<file path="src/hw/rtl/stflp_pkg.sv">
`default_nettype none

package stflp_pkg;

  localparam int unsigned OutW     = 32;
  localparam int unsigned SepW     = 8;
  localparam int unsigned ModW     = 31;
  localparam int unsigned CfgIdxW  = 1;
  localparam int unsigned CfgDataW = 31;
  localparam int unsigned QDepth   = 2;
  localparam int unsigned QPtrW    = $clog2(QDepth);

  localparam logic [CfgIdxW-1:0] CfgSeparator = 1'b0;
  localparam logic [CfgIdxW-1:0] CfgModulus   = 1'b1;

  localparam logic [SepW-1:0] SepReset = 8'd44;
  localparam logic [ModW-1:0] ModReset = 31'd65536;

  localparam logic KindByte    = 1'b0;
  localparam logic KindRestart = 1'b1;

  localparam logic [7:0] CharNewline = 8'd10;
  localparam logic [7:0] CharTab     = 8'd9;
  localparam logic [7:0] CharCr      = 8'd13;
  localparam logic [7:0] CharSpace   = 8'd32;
  localparam logic [7:0] CharPlus    = 8'd43;
  localparam logic [7:0] CharMinus   = 8'd45;
  localparam logic [7:0] CharZero    = 8'd48;
  localparam logic [7:0] CharNine    = 8'd57;

  localparam logic [1:0] FieldFirst = 2'd0;
  localparam logic [1:0] FieldLast  = 2'd2;

  typedef enum logic [3:0] {
    PhSkip   = 4'b0001,
    PhSign   = 4'b0010,
    PhDigits = 4'b0100,
    PhDone   = 4'b1000
  } phase_e;

  typedef struct packed {
    logic       kind;
    logic [7:0] byte_value;
  } in_item_t;

  typedef struct packed {
    logic                   line_ok;
    logic signed [OutW-1:0] sequence_value;
    logic signed [OutW-1:0] speed_one;
    logic signed [OutW-1:0] speed_two;
    logic signed [OutW-1:0] lost_count;
    logic                   sample_lost;
  } out_item_t;

  typedef struct packed {
    logic            ok;
    logic            first;
    logic [OutW-1:0] seq;
    logic [OutW-1:0] spd1;
    logic [OutW-1:0] spd2;
  } line_t;

endpackage

`default_nettype wire

</file>
<file path="src/hw/rtl/stflp_chan_if.sv">
`default_nettype none

interface stflp_chan_if #(
  parameter type T = logic
);
  logic valid;
  logic ready;
  T     data;

  modport source (output valid, output data, input ready);
  modport sink   (input valid, input data, output ready);
endinterface

`default_nettype wire

</file>
<file path="src/hw/rtl/stflp_front.sv">
`default_nettype none

module stflp_front #(
  parameter int unsigned VALUE_WIDTH = 32
) (
  input  wire logic                        clk_i,
  input  wire logic                        rst_ni,
  input  wire logic [stflp_pkg::SepW-1:0]  sep_i,
  stflp_chan_if.sink                       in_i,
  stflp_chan_if.source                     line_o
);
  import stflp_pkg::*;

  localparam int unsigned ExtW = (VALUE_WIDTH > OutW) ? VALUE_WIDTH : OutW;

  function automatic logic [OutW-1:0] fval(input logic [VALUE_WIDTH-1:0] m, input logic n);
    logic [VALUE_WIDTH-1:0] v;
    logic [ExtW-1:0]        e;
    v = n ? (~m + 1'b1) : m;
    e = ExtW'(signed'(v));
    return e[OutW-1:0];
  endfunction

  logic                   first_q, first_d;
  logic [1:0]             idx_q, idx_d;
  phase_e                 phase_q, phase_d;
  logic                   char_after_q, char_after_d;
  logic [VALUE_WIDTH-1:0] mag_q [3];
  logic [VALUE_WIDTH-1:0] mag_d [3];
  logic                   neg_q [3];
  logic                   neg_d [3];

  in_item_t               item;
  logic                   accept;
  logic                   is_nl;
  logic                   is_digit;
  logic                   is_space;
  logic                   is_sign;
  logic [VALUE_WIDTH-1:0] cur;
  logic [VALUE_WIDTH+3:0] acc;
  logic [VALUE_WIDTH-1:0] sat;
  line_t                  line;

  assign item     = in_i.data;
  assign accept   = in_i.valid && in_i.ready;
  assign is_nl    = (item.kind == KindByte) && (item.byte_value == CharNewline);
  assign is_digit = (item.byte_value >= CharZero) && (item.byte_value <= CharNine);
  assign is_space = (item.byte_value == CharSpace) ||
                    ((item.byte_value >= CharTab) && (item.byte_value <= CharCr));
  assign is_sign  = (item.byte_value == CharPlus) || (item.byte_value == CharMinus);

  assign cur = mag_q[idx_q];
  assign acc = ({4'b0, cur} << 3) + ({4'b0, cur} << 1) +
               (VALUE_WIDTH+4)'(4'(item.byte_value - CharZero));
  assign sat = (|acc[VALUE_WIDTH+3:VALUE_WIDTH]) ? '1 : acc[VALUE_WIDTH-1:0];

  assign in_i.ready   = line_o.ready;
  assign line_o.valid = in_i.valid && is_nl;

  always_comb begin
    line.ok    = (idx_q == FieldLast) && char_after_q;
    line.first = first_q;
    line.seq   = fval(mag_q[0], neg_q[0]);
    line.spd1  = fval(mag_q[1], neg_q[1]);
    line.spd2  = fval(mag_q[2], neg_q[2]);
  end
  assign line_o.data = line;

  always_comb begin
    first_d      = first_q;
    idx_d        = idx_q;
    phase_d      = phase_q;
    char_after_d = char_after_q;
    mag_d        = mag_q;
    neg_d        = neg_q;
    if (accept) begin
      if (item.kind == KindRestart) begin
        first_d = 1'b1;
      end else if (is_nl) begin
        first_d      = 1'b0;
        idx_d        = FieldFirst;
        phase_d      = PhSkip;
        char_after_d = 1'b0;
        for (int i = 0; i < 3; i++) begin
          mag_d[i] = '0;
          neg_d[i] = 1'b0;
        end
      end else begin
        if (idx_q == FieldLast) begin
          char_after_d = 1'b1;
        end
        if ((idx_q != FieldLast) && (item.byte_value == sep_i)) begin
          idx_d        = idx_q + 2'd1;
          phase_d      = PhSkip;
          char_after_d = 1'b0;
        end else if ((phase_q == PhSkip) && is_space) begin
          phase_d = PhSkip;
        end else if ((phase_q == PhSkip) && is_sign) begin
          neg_d[idx_q] = (item.byte_value == CharMinus);
          phase_d      = PhSign;
        end else if ((phase_q != PhDone) && is_digit) begin
          mag_d[idx_q] = sat;
          phase_d      = PhDigits;
        end else begin
          phase_d = PhDone;
        end
      end
    end
  end

  always_ff @(posedge clk_i or negedge rst_ni) begin
    if (!rst_ni) begin
      first_q      <= 1'b1;
      idx_q        <= FieldFirst;
      phase_q      <= PhSkip;
      char_after_q <= 1'b0;
      for (int i = 0; i < 3; i++) begin
        mag_q[i] <= '0;
        neg_q[i] <= 1'b0;
      end
    end else begin
      first_q      <= first_d;
      idx_q        <= idx_d;
      phase_q      <= phase_d;
      char_after_q <= char_after_d;
      mag_q        <= mag_d;
      neg_q        <= neg_d;
    end
  end

endmodule

`default_nettype wire

</file>
<file path="src/hw/rtl/stflp_queue.sv">
`default_nettype none

module stflp_queue (
  input  wire logic clk_i,
  input  wire logic rst_ni,
  stflp_chan_if.sink   push_i,
  stflp_chan_if.source pop_o
);
  import stflp_pkg::*;

  line_t            mem_q [QDepth];
  logic [QPtrW-1:0] wr_q, wr_d;
  logic [QPtrW-1:0] rd_q, rd_d;
  logic [QPtrW:0]   cnt_q, cnt_d;
  logic             push;
  logic             pop;

  assign push_i.ready = (cnt_q != (QPtrW+1)'(QDepth));
  assign pop_o.valid  = (cnt_q != '0);
  assign pop_o.data   = mem_q[rd_q];

  assign push = push_i.valid && push_i.ready;
  assign pop  = pop_o.valid && pop_o.ready;

  always_comb begin
    wr_d  = push ? wr_q + 1'b1 : wr_q;
    rd_d  = pop ? rd_q + 1'b1 : rd_q;
    cnt_d = cnt_q + (QPtrW+1)'(push) - (QPtrW+1)'(pop);
  end

  always_ff @(posedge clk_i) begin
    if (push) begin
      mem_q[wr_q] <= push_i.data;
    end
  end

  always_ff @(posedge clk_i or negedge rst_ni) begin
    if (!rst_ni) begin
      wr_q  <= '0;
      rd_q  <= '0;
      cnt_q <= '0;
    end else begin
      wr_q  <= wr_d;
      rd_q  <= rd_d;
      cnt_q <= cnt_d;
    end
  end

endmodule

`default_nettype wire

</file>
<file path="src/hw/rtl/stflp_back.sv">
`default_nettype none

module stflp_back (
  input  wire logic                       clk_i,
  input  wire logic                       rst_ni,
  input  wire logic [stflp_pkg::ModW-1:0] mod_i,
  stflp_chan_if.sink                      line_i,
  stflp_chan_if.source                    out_o
);
  import stflp_pkg::*;

  logic [OutW-1:0] seq_q, seq_d;
  logic [OutW-1:0] spd1_q, spd1_d;
  logic [OutW-1:0] spd2_q, spd2_d;
  out_item_t       out_q, out_d;
  logic            out_valid_q, out_valid_d;

  line_t           line;
  logic            pop;
  logic [OutW-1:0] exp_inc;
  logic [OutW-1:0] expected;
  logic [OutW-1:0] gap;

  assign line         = line_i.data;
  assign line_i.ready = !out_valid_q || out_o.ready;
  assign pop          = line_i.valid && line_i.ready;
  assign out_o.valid  = out_valid_q;
  assign out_o.data   = out_q;

  always_comb begin
    exp_inc  = seq_q + 1'b1;
    expected = (!exp_inc[OutW-1] && (exp_inc >= {1'b0, mod_i})) ? '0 : exp_inc;
    seq_d    = line.ok ? line.seq  : seq_q;
    spd1_d   = line.ok ? line.spd1 : spd1_q;
    spd2_d   = line.ok ? line.spd2 : spd2_q;
    gap      = line.first ? '0 : (seq_d - expected);

    out_d.line_ok        = line.ok;
    out_d.sequence_value = seq_d;
    out_d.speed_one      = spd1_d;
    out_d.speed_two      = spd2_d;
    out_d.lost_count     = gap;
    out_d.sample_lost    = (gap != '0);

    if (pop) begin
      out_valid_d = 1'b1;
    end else if (out_o.ready) begin
      out_valid_d = 1'b0;
    end else begin
      out_valid_d = out_valid_q;
    end
  end

  always_ff @(posedge clk_i) begin
    if (pop) begin
      out_q <= out_d;
    end
  end

  always_ff @(posedge clk_i or negedge rst_ni) begin
    if (!rst_ni) begin
      seq_q       <= '0;
      spd1_q      <= '0;
      spd2_q      <= '0;
      out_valid_q <= 1'b0;
    end else begin
      out_valid_q <= out_valid_d;
      if (pop) begin
        seq_q  <= seq_d;
        spd1_q <= spd1_d;
        spd2_q <= spd2_d;
      end
    end
  end

endmodule

`default_nettype wire

</file>
<file path="src/hw/rtl/sequenced_triple_field_line_parser_top.sv">
// A newline word's line is queued, then loaded into the output register once
// that is free. Throughput: one word per cycle while the line queue has room;
// only a newline word makes a result, held in an output register behind a
// two-entry line queue. Reset (async, active low) clears parse state, stored
// values, queue and config to separator 44 and modulus 65536.
`default_nettype none

module sequenced_triple_field_line_parser_top #(
  parameter int unsigned VALUE_WIDTH = 32
) (
  input  wire logic                           clk_i,
  input  wire logic                           rst_ni,
  input  wire logic                           cfg_we_i,
  input  wire logic [stflp_pkg::CfgIdxW-1:0]  cfg_idx_i,
  input  wire logic [stflp_pkg::CfgDataW-1:0] cfg_data_i,
  stflp_chan_if.sink                          in_i,
  stflp_chan_if.source                        out_o
);
  import stflp_pkg::*;

  logic [SepW-1:0] sep_q;
  logic [ModW-1:0] mod_q;

  always_ff @(posedge clk_i or negedge rst_ni) begin
    if (!rst_ni) begin
      sep_q <= SepReset;
      mod_q <= ModReset;
    end else if (cfg_we_i) begin
      case (cfg_idx_i)
        CfgSeparator: sep_q <= cfg_data_i[SepW-1:0];
        CfgModulus:   mod_q <= cfg_data_i[ModW-1:0];
        default: ;
      endcase
    end
  end

  stflp_chan_if #(.T(line_t)) q_in  ();
  stflp_chan_if #(.T(line_t)) q_out ();

  stflp_front #(
    .VALUE_WIDTH(VALUE_WIDTH)
  ) u_front (
    .clk_i  (clk_i),
    .rst_ni (rst_ni),
    .sep_i  (sep_q),
    .in_i   (in_i),
    .line_o (q_in)
  );

  stflp_queue u_queue (
    .clk_i  (clk_i),
    .rst_ni (rst_ni),
    .push_i (q_in),
    .pop_o  (q_out)
  );

  stflp_back u_back (
    .clk_i  (clk_i),
    .rst_ni (rst_ni),
    .mod_i  (mod_q),
    .line_i (q_out),
    .out_o  (out_o)
  );

  a_no_drop: assert property (@(posedge clk_i) disable iff (!rst_ni)
    (q_in.valid && !q_in.ready) |-> !(in_i.valid && in_i.ready))
    else $error("newline word accepted while line queue full");

  a_pop_result: assert property (@(posedge clk_i) disable iff (!rst_ni)
    (q_out.valid && q_out.ready) |=> out_o.valid)
    else $error("queued line did not reach output register");

  a_lost_flag: assert property (@(posedge clk_i) disable iff (!rst_ni)
    out_o.valid |-> (out_o.data.sample_lost == (out_o.data.lost_count != '0)))
    else $error("sample_lost disagrees with lost_count");

  a_restart_silent: assert property (@(posedge clk_i) disable iff (!rst_ni)
    (in_i.valid && in_i.data.kind == KindRestart) |-> !q_in.valid)
    else $error("restart word pushed a line");

endmodule

`default_nettype wire

</file>
<file path="src/flat_wrapper.sv">
// flat-port wrapper written by rule: the top's interface ports become plain ports
module sequenced_triple_field_line_parser_top_flat import stflp_pkg::*;
#(
  parameter int unsigned VALUE_WIDTH = 32
)
  (clk_i, rst_ni, cfg_we_i, cfg_idx_i, cfg_data_i, in_i_valid, in_i_data, in_i_ready, out_o_valid, out_o_data, out_o_ready);
  stflp_chan_if #(.T(in_item_t)) in_i_i ();
  stflp_chan_if #(.T(out_item_t)) out_o_i ();
  input  wire logic clk_i;
  input  wire logic rst_ni;
  input  wire logic cfg_we_i;
  input  wire logic [stflp_pkg::CfgIdxW-1:0] cfg_idx_i;
  input  wire logic [stflp_pkg::CfgDataW-1:0] cfg_data_i;
  input wire logic [$bits(in_i_i.valid)-1:0] in_i_valid;
  input wire logic [$bits(in_i_i.data)-1:0] in_i_data;
  output wire logic [$bits(in_i_i.ready)-1:0] in_i_ready;
  output wire logic [$bits(out_o_i.valid)-1:0] out_o_valid;
  output wire logic [$bits(out_o_i.data)-1:0] out_o_data;
  input wire logic [$bits(out_o_i.ready)-1:0] out_o_ready;
  assign in_i_i.valid = in_i_valid;
  assign in_i_i.data = in_i_data;
  assign in_i_ready = in_i_i.ready;
  assign out_o_valid = out_o_i.valid;
  assign out_o_data = out_o_i.data;
  assign out_o_i.ready = out_o_ready;
  sequenced_triple_field_line_parser_top #(.VALUE_WIDTH(VALUE_WIDTH)) u_core (.clk_i(clk_i), .rst_ni(rst_ni), .cfg_we_i(cfg_we_i), .cfg_idx_i(cfg_idx_i), .cfg_data_i(cfg_data_i), .in_i(in_i_i), .out_o(out_o_i));
endmodule
</file>
<file path="config.mk">
export PLATFORM = sky130hd
export DESIGN_NAME = sequenced_triple_field_line_parser_top_flat
export DESIGN_NICKNAME = d
export VERILOG_FILES = /design/src/hw/rtl/stflp_pkg.sv /design/src/hw/rtl/stflp_chan_if.sv /design/src/hw/rtl/stflp_front.sv /design/src/hw/rtl/stflp_queue.sv /design/src/hw/rtl/stflp_back.sv /design/src/hw/rtl/sequenced_triple_field_line_parser_top.sv /design/src/flat_wrapper.sv
export SDC_FILE = /design/constraint.sdc
export NUM_CORES = 1
export LEC_CHECK = 0
export ABC_AREA = 1
export BUFFER_PORTS_ARGS = -buffer_cell sky130_fd_sc_hd__buf_2
export CAP_MARGIN = 20
export CORE_ASPECT_RATIO = 1.1
export CORE_UTILIZATION = 31
export DETAILED_ROUTE_END_ITERATION = 10
export SYNTH_ARGS = -nofsm -noshare
export SYNTH_HDL_FRONTEND = slang
export SYNTH_SLANG_ARGS = --single-unit
</file>
<file path="constraint.sdc">
create_clock -name clk_i -period 7.7 [get_ports clk_i]
set_input_delay 0.77 -clock clk_i [delete_from_list [all_inputs] [get_ports clk_i]]
set_output_delay 0.77 -clock clk_i [all_outputs]
set_load 0.02 [all_outputs]
</file>
==> results_dict.tcl <==
set metrics [dict create \
    grt_pass1_wl_mm 144.7 \
    pin_count 178 \
    worst_pin_slew_ns 1.257 \
    port_buffers 177 \
    grt_max_degree 157 \
    seq_area_um2 15980 \
    clk_path_buf_depth 3 \
    slew_viol_final 0 \
    firstDrtPassIters 5 \
    synth_seq_cells 573 \
    syn2layout_area_growth_pct 13.18 \
    die_h_um 338.5 \
    cellPowerDensity_nw_per_um2 394.8 \
    post_drt_via_cell_ratio 4.772 \
    cts-hold-fix-buffers 0 \
    pre_cts_ws_ns 1.734 \
    synth_seq_area_share 0.5008 \
    clk_latency_ns 0.67 \
    fin_crit_ns 6.028 \
    clock-root-buffer "clkbuf_16" \
    critical_path_class "flip-flop to flip-flop" \
    drtIter0Drc 2070 \
    cp_common_cell "nand2_1" \
    cts_sinks 573 \
    antenna_found_initial 4 \
    cts.repair.resized 0 \
    synthesis.nets 3920 \
    setup_violations 0 \
    syn-cell-area_um2 31910 \
    drcViolationCount 0 \
    synth-main-ff-cell "edfxtp_1" \
    worstPathMaxFanout 30 \
    max_stage_delay_ns 0.52 \
    hold_viol_final 0 \
    grt_pass1_vias 24261 \
    slowest_stage "dfrtp_1" \
    maxSlewHeadroom 0.1619 \
    fp.dieArea_um2 104200 \
    layout_common_cells "nand2_1 (1,263), inv_1 (386), edfxtp_1 (326), nor2_1 (325), dfrtp_1 (240)" \
    synth.avg_cell_area_um2 8.554 \
    grt_use_total 0.1797 \
    multi_input_area_um2 13840 \
    ys_types 58 \
    start_util 0.3122 \
    antenna_left 0 \
    ir_worst_vdd_v 0.0002080 \
    die_x_um 307.9 \
    synth_edf_count 326 \
    grt_overflow 0 \
    cp.required_ns 8.09 \
    layout.nets 4059 \
    setup_ws_ns 1.673 \
    rsz0062_at_grt "false" \
    cts_buffers 57 \
    hold_path_class "input port to asynchronous set/reset pin" \
    htreeDepth 2 \
    core_area_um2 102200 \
    worstSetupStartpointType "flip-flop" \
    wirelength_mm 94.80 \
    postCtsSetupBuffers 0 \
    wl_per_cell_um 17.91 \
    drive_gt1_frac 0.1049 \
    fin_util 0.3534 \
    dp_hpwl_mm 70.69 \
    finClkSkew_ns 0.04239 \
    postSynthCellCount 3730 \
    post-route-period-util 0.7828 \
    setup_tns_ns 0 \
    yosysWarnings 0 \
    synthArstFlopShare 0.4311 \
    cts_tree "done" \
    fp-row-count 123 \
    cap_violations 0 \
    holdWs_ns 0.07779 \
    cp.arrival_ns 6.41 \
    status "finished clean" \
    fillers 10583 \
    critPathCaptureType "flip-flop" \
    max_clock_freq_mhz 165.9 \
    via_count 25261 \
    gp_congestion 0.9481 \
    final_common_cell "nand2_1" \
    path_clk_slew_ns 0.07 \
    leakage_nw 17.20 \
]
-- worst paths after layout --
| kind | start | to | slack (ns) | cells past startpoint |
|---|---|---|---|---|
| setup / recovery | u_core.u_back.seq_q[0]$_DFFE_PN0P_ | u_core.u_back.out_o.data[0]$_DFFE_PP_ | 1.67 | 34 |
| hold / removal | rst_ni | u_core.u_back.spd2_q[17]$_DFFE_PN0P_ | 0.08 | 1 |
| setup reg to reg | u_core.u_back.seq_q[0]$_DFFE_PN0P_ | u_core.u_back.out_o.data[0]$_DFFE_PP_ | 1.67 | 34 |
| hold reg to reg | u_core.u_back.spd1_q[15]$_DFFE_PN0P_ | u_core.u_back.spd1_q[15]$_DFFE_PN0P_ | 0.48 | 2 |
| max in group asynchronous | rst_ni | u_core.u_back.seq_q[5]$_DFFE_PN0P_ | 5.99 | 2 |
| min in group clk_i | cfg_data_i[22] | u_core.mod_q[22]$_DFFE_PN0P_ | 0.38 | 3 |
-- synth_stat cells (6+ instances only) --
library cell / instances / area (um^2)
nor2_2: 10 / 62.56
xnor2_1: 34 / 297.8
nor2_1: 327 / 1227
nand3b_1: 10 / 75.07
clkbuf_1: 71 / 266.5
nand3b_4: 8 / 160.2
nand2_1: 1265 / 4748
buf_1: 10 / 37.54
nor3_1: 39 / 195.2
nor3_2: 9 / 90.09
nand2_2: 17 / 106.4
ha_1: 141 / 1764
nand3_2: 7 / 70.07
inv_2: 8 / 30.03
inv_1: 386 / 1449
a31oi_1: 99 / 619.3
or2_2: 7 / 43.79
buf_12: 6 / 120.1
dfrtp_1: 241 / 6031
nand3_1: 122 / 610.6
o21ai_1: 10 / 50.05
nand4_1: 37 / 231.5
o21a_1: 6 / 45.04
xor2_1: 111 / 972.2
nor4_1: 10 / 62.56
o21ai_0: 155 / 775.7
buf_2: 26 / 130.1
dfstp_2: 6 / 157.7
o22ai_1: 7 / 43.79
edfxtp_1: 326 / 9789
nand3_4: 23 / 402.9
a21oi_1: 143 / 715.7
o21bai_1: 6 / 45.04
-- state kept, by name (all words and copies together) (netlist names) --
register                     flops
u_core.u_queue.wr_q              1
u_core.u_front.phase_q           4
u_core.sep_q                     8
u_core.u_front.neg_q             3
u_core.u_back.out_o.data       130
u_core.u_front.mag_q            96
u_core.u_back.spd1_q            32
u_core.u_front.char_after_q      1
u_core.u_front.first_q           1
u_core.u_queue.mem_q           196
u_core.u_back.spd2_q            32
u_core.u_back.out_o.valid        1
u_core.mod_q                    31
u_core.u_back.seq_q             32
u_core.u_queue.cnt_q             2
u_core.u_queue.rd_q              1
u_core.u_front.idx_q             2
-- routing by layer --
metal  wire [um]  share of wire  vias up  global-route usage
li1            -              -    12460                   -
met1       39310           0.41    12039              0.2227
met2       47010           0.50      593              0.3113
met3        3901          0.041      163             0.02088
met4        4532          0.048        6             0.08095
met5          41        0.00043        -                   0
-- metrics by stage --
step | total power [W] | instance area [um^2] | cells
after floorplan | 0.009223 | 31910 | 3730
after global placement | 0.01134 | 34120 | 5183
after detailed placement | 0.01136 | 34130 | 5184
after CTS | 0.01434 | 36090 | 5292
after global routing | 0.01531 | 36110 | 5293
final | 0.01426 | 36110 | 5294
-- worst max-delay path, delay by kind of cell (launching register included) --
family,cells,cell delay (ns)
XOR/XNOR,1,0.16
adder cells (fa/ha/maj),3,0.72
AO/OA/AOI/OAI,1,0.18
buffers and inverters,6,0.46
flip-flops,1,0.52
AND/OR/NAND/NOR,23,3.69
-- where the power goes --
| part | leakage [nW] | switching, W | internal (W) |
|---|---|---|---|
| Combinational | 9.99 | 0.00478 | 0.00197 |
| Clock | 0.946 | 0.00128 | 0.00165 |
| Sequential | 6.27 | 0.000370 | 0.00421 |
-- logic make-up after synthesis --
kind of cell / share of synthesized area
XOR/XNOR: 0.03980
buffers and inverters: 0.06678
AO/OA/AOI/OAI: 0.07694
flip-flops: 0.5008
AND/OR/NAND/NOR: 0.2585
adder cells (fa/ha/maj): 0.05717
-- cell type report --
type                            count  area share
Clock inverter                     42     0.01393
Inverter                          395     0.04130
Tap cell                         1375     0.04764
Sequential cell                   573      0.4426
Multi-Input combinational cell   2639      0.3832
Timing Repair Buffer              203     0.03084
Clock buffer                       66     0.04043
Antenna cell                        1  0.00006930
No activity file was read; power rests on OpenSTA's default activity.
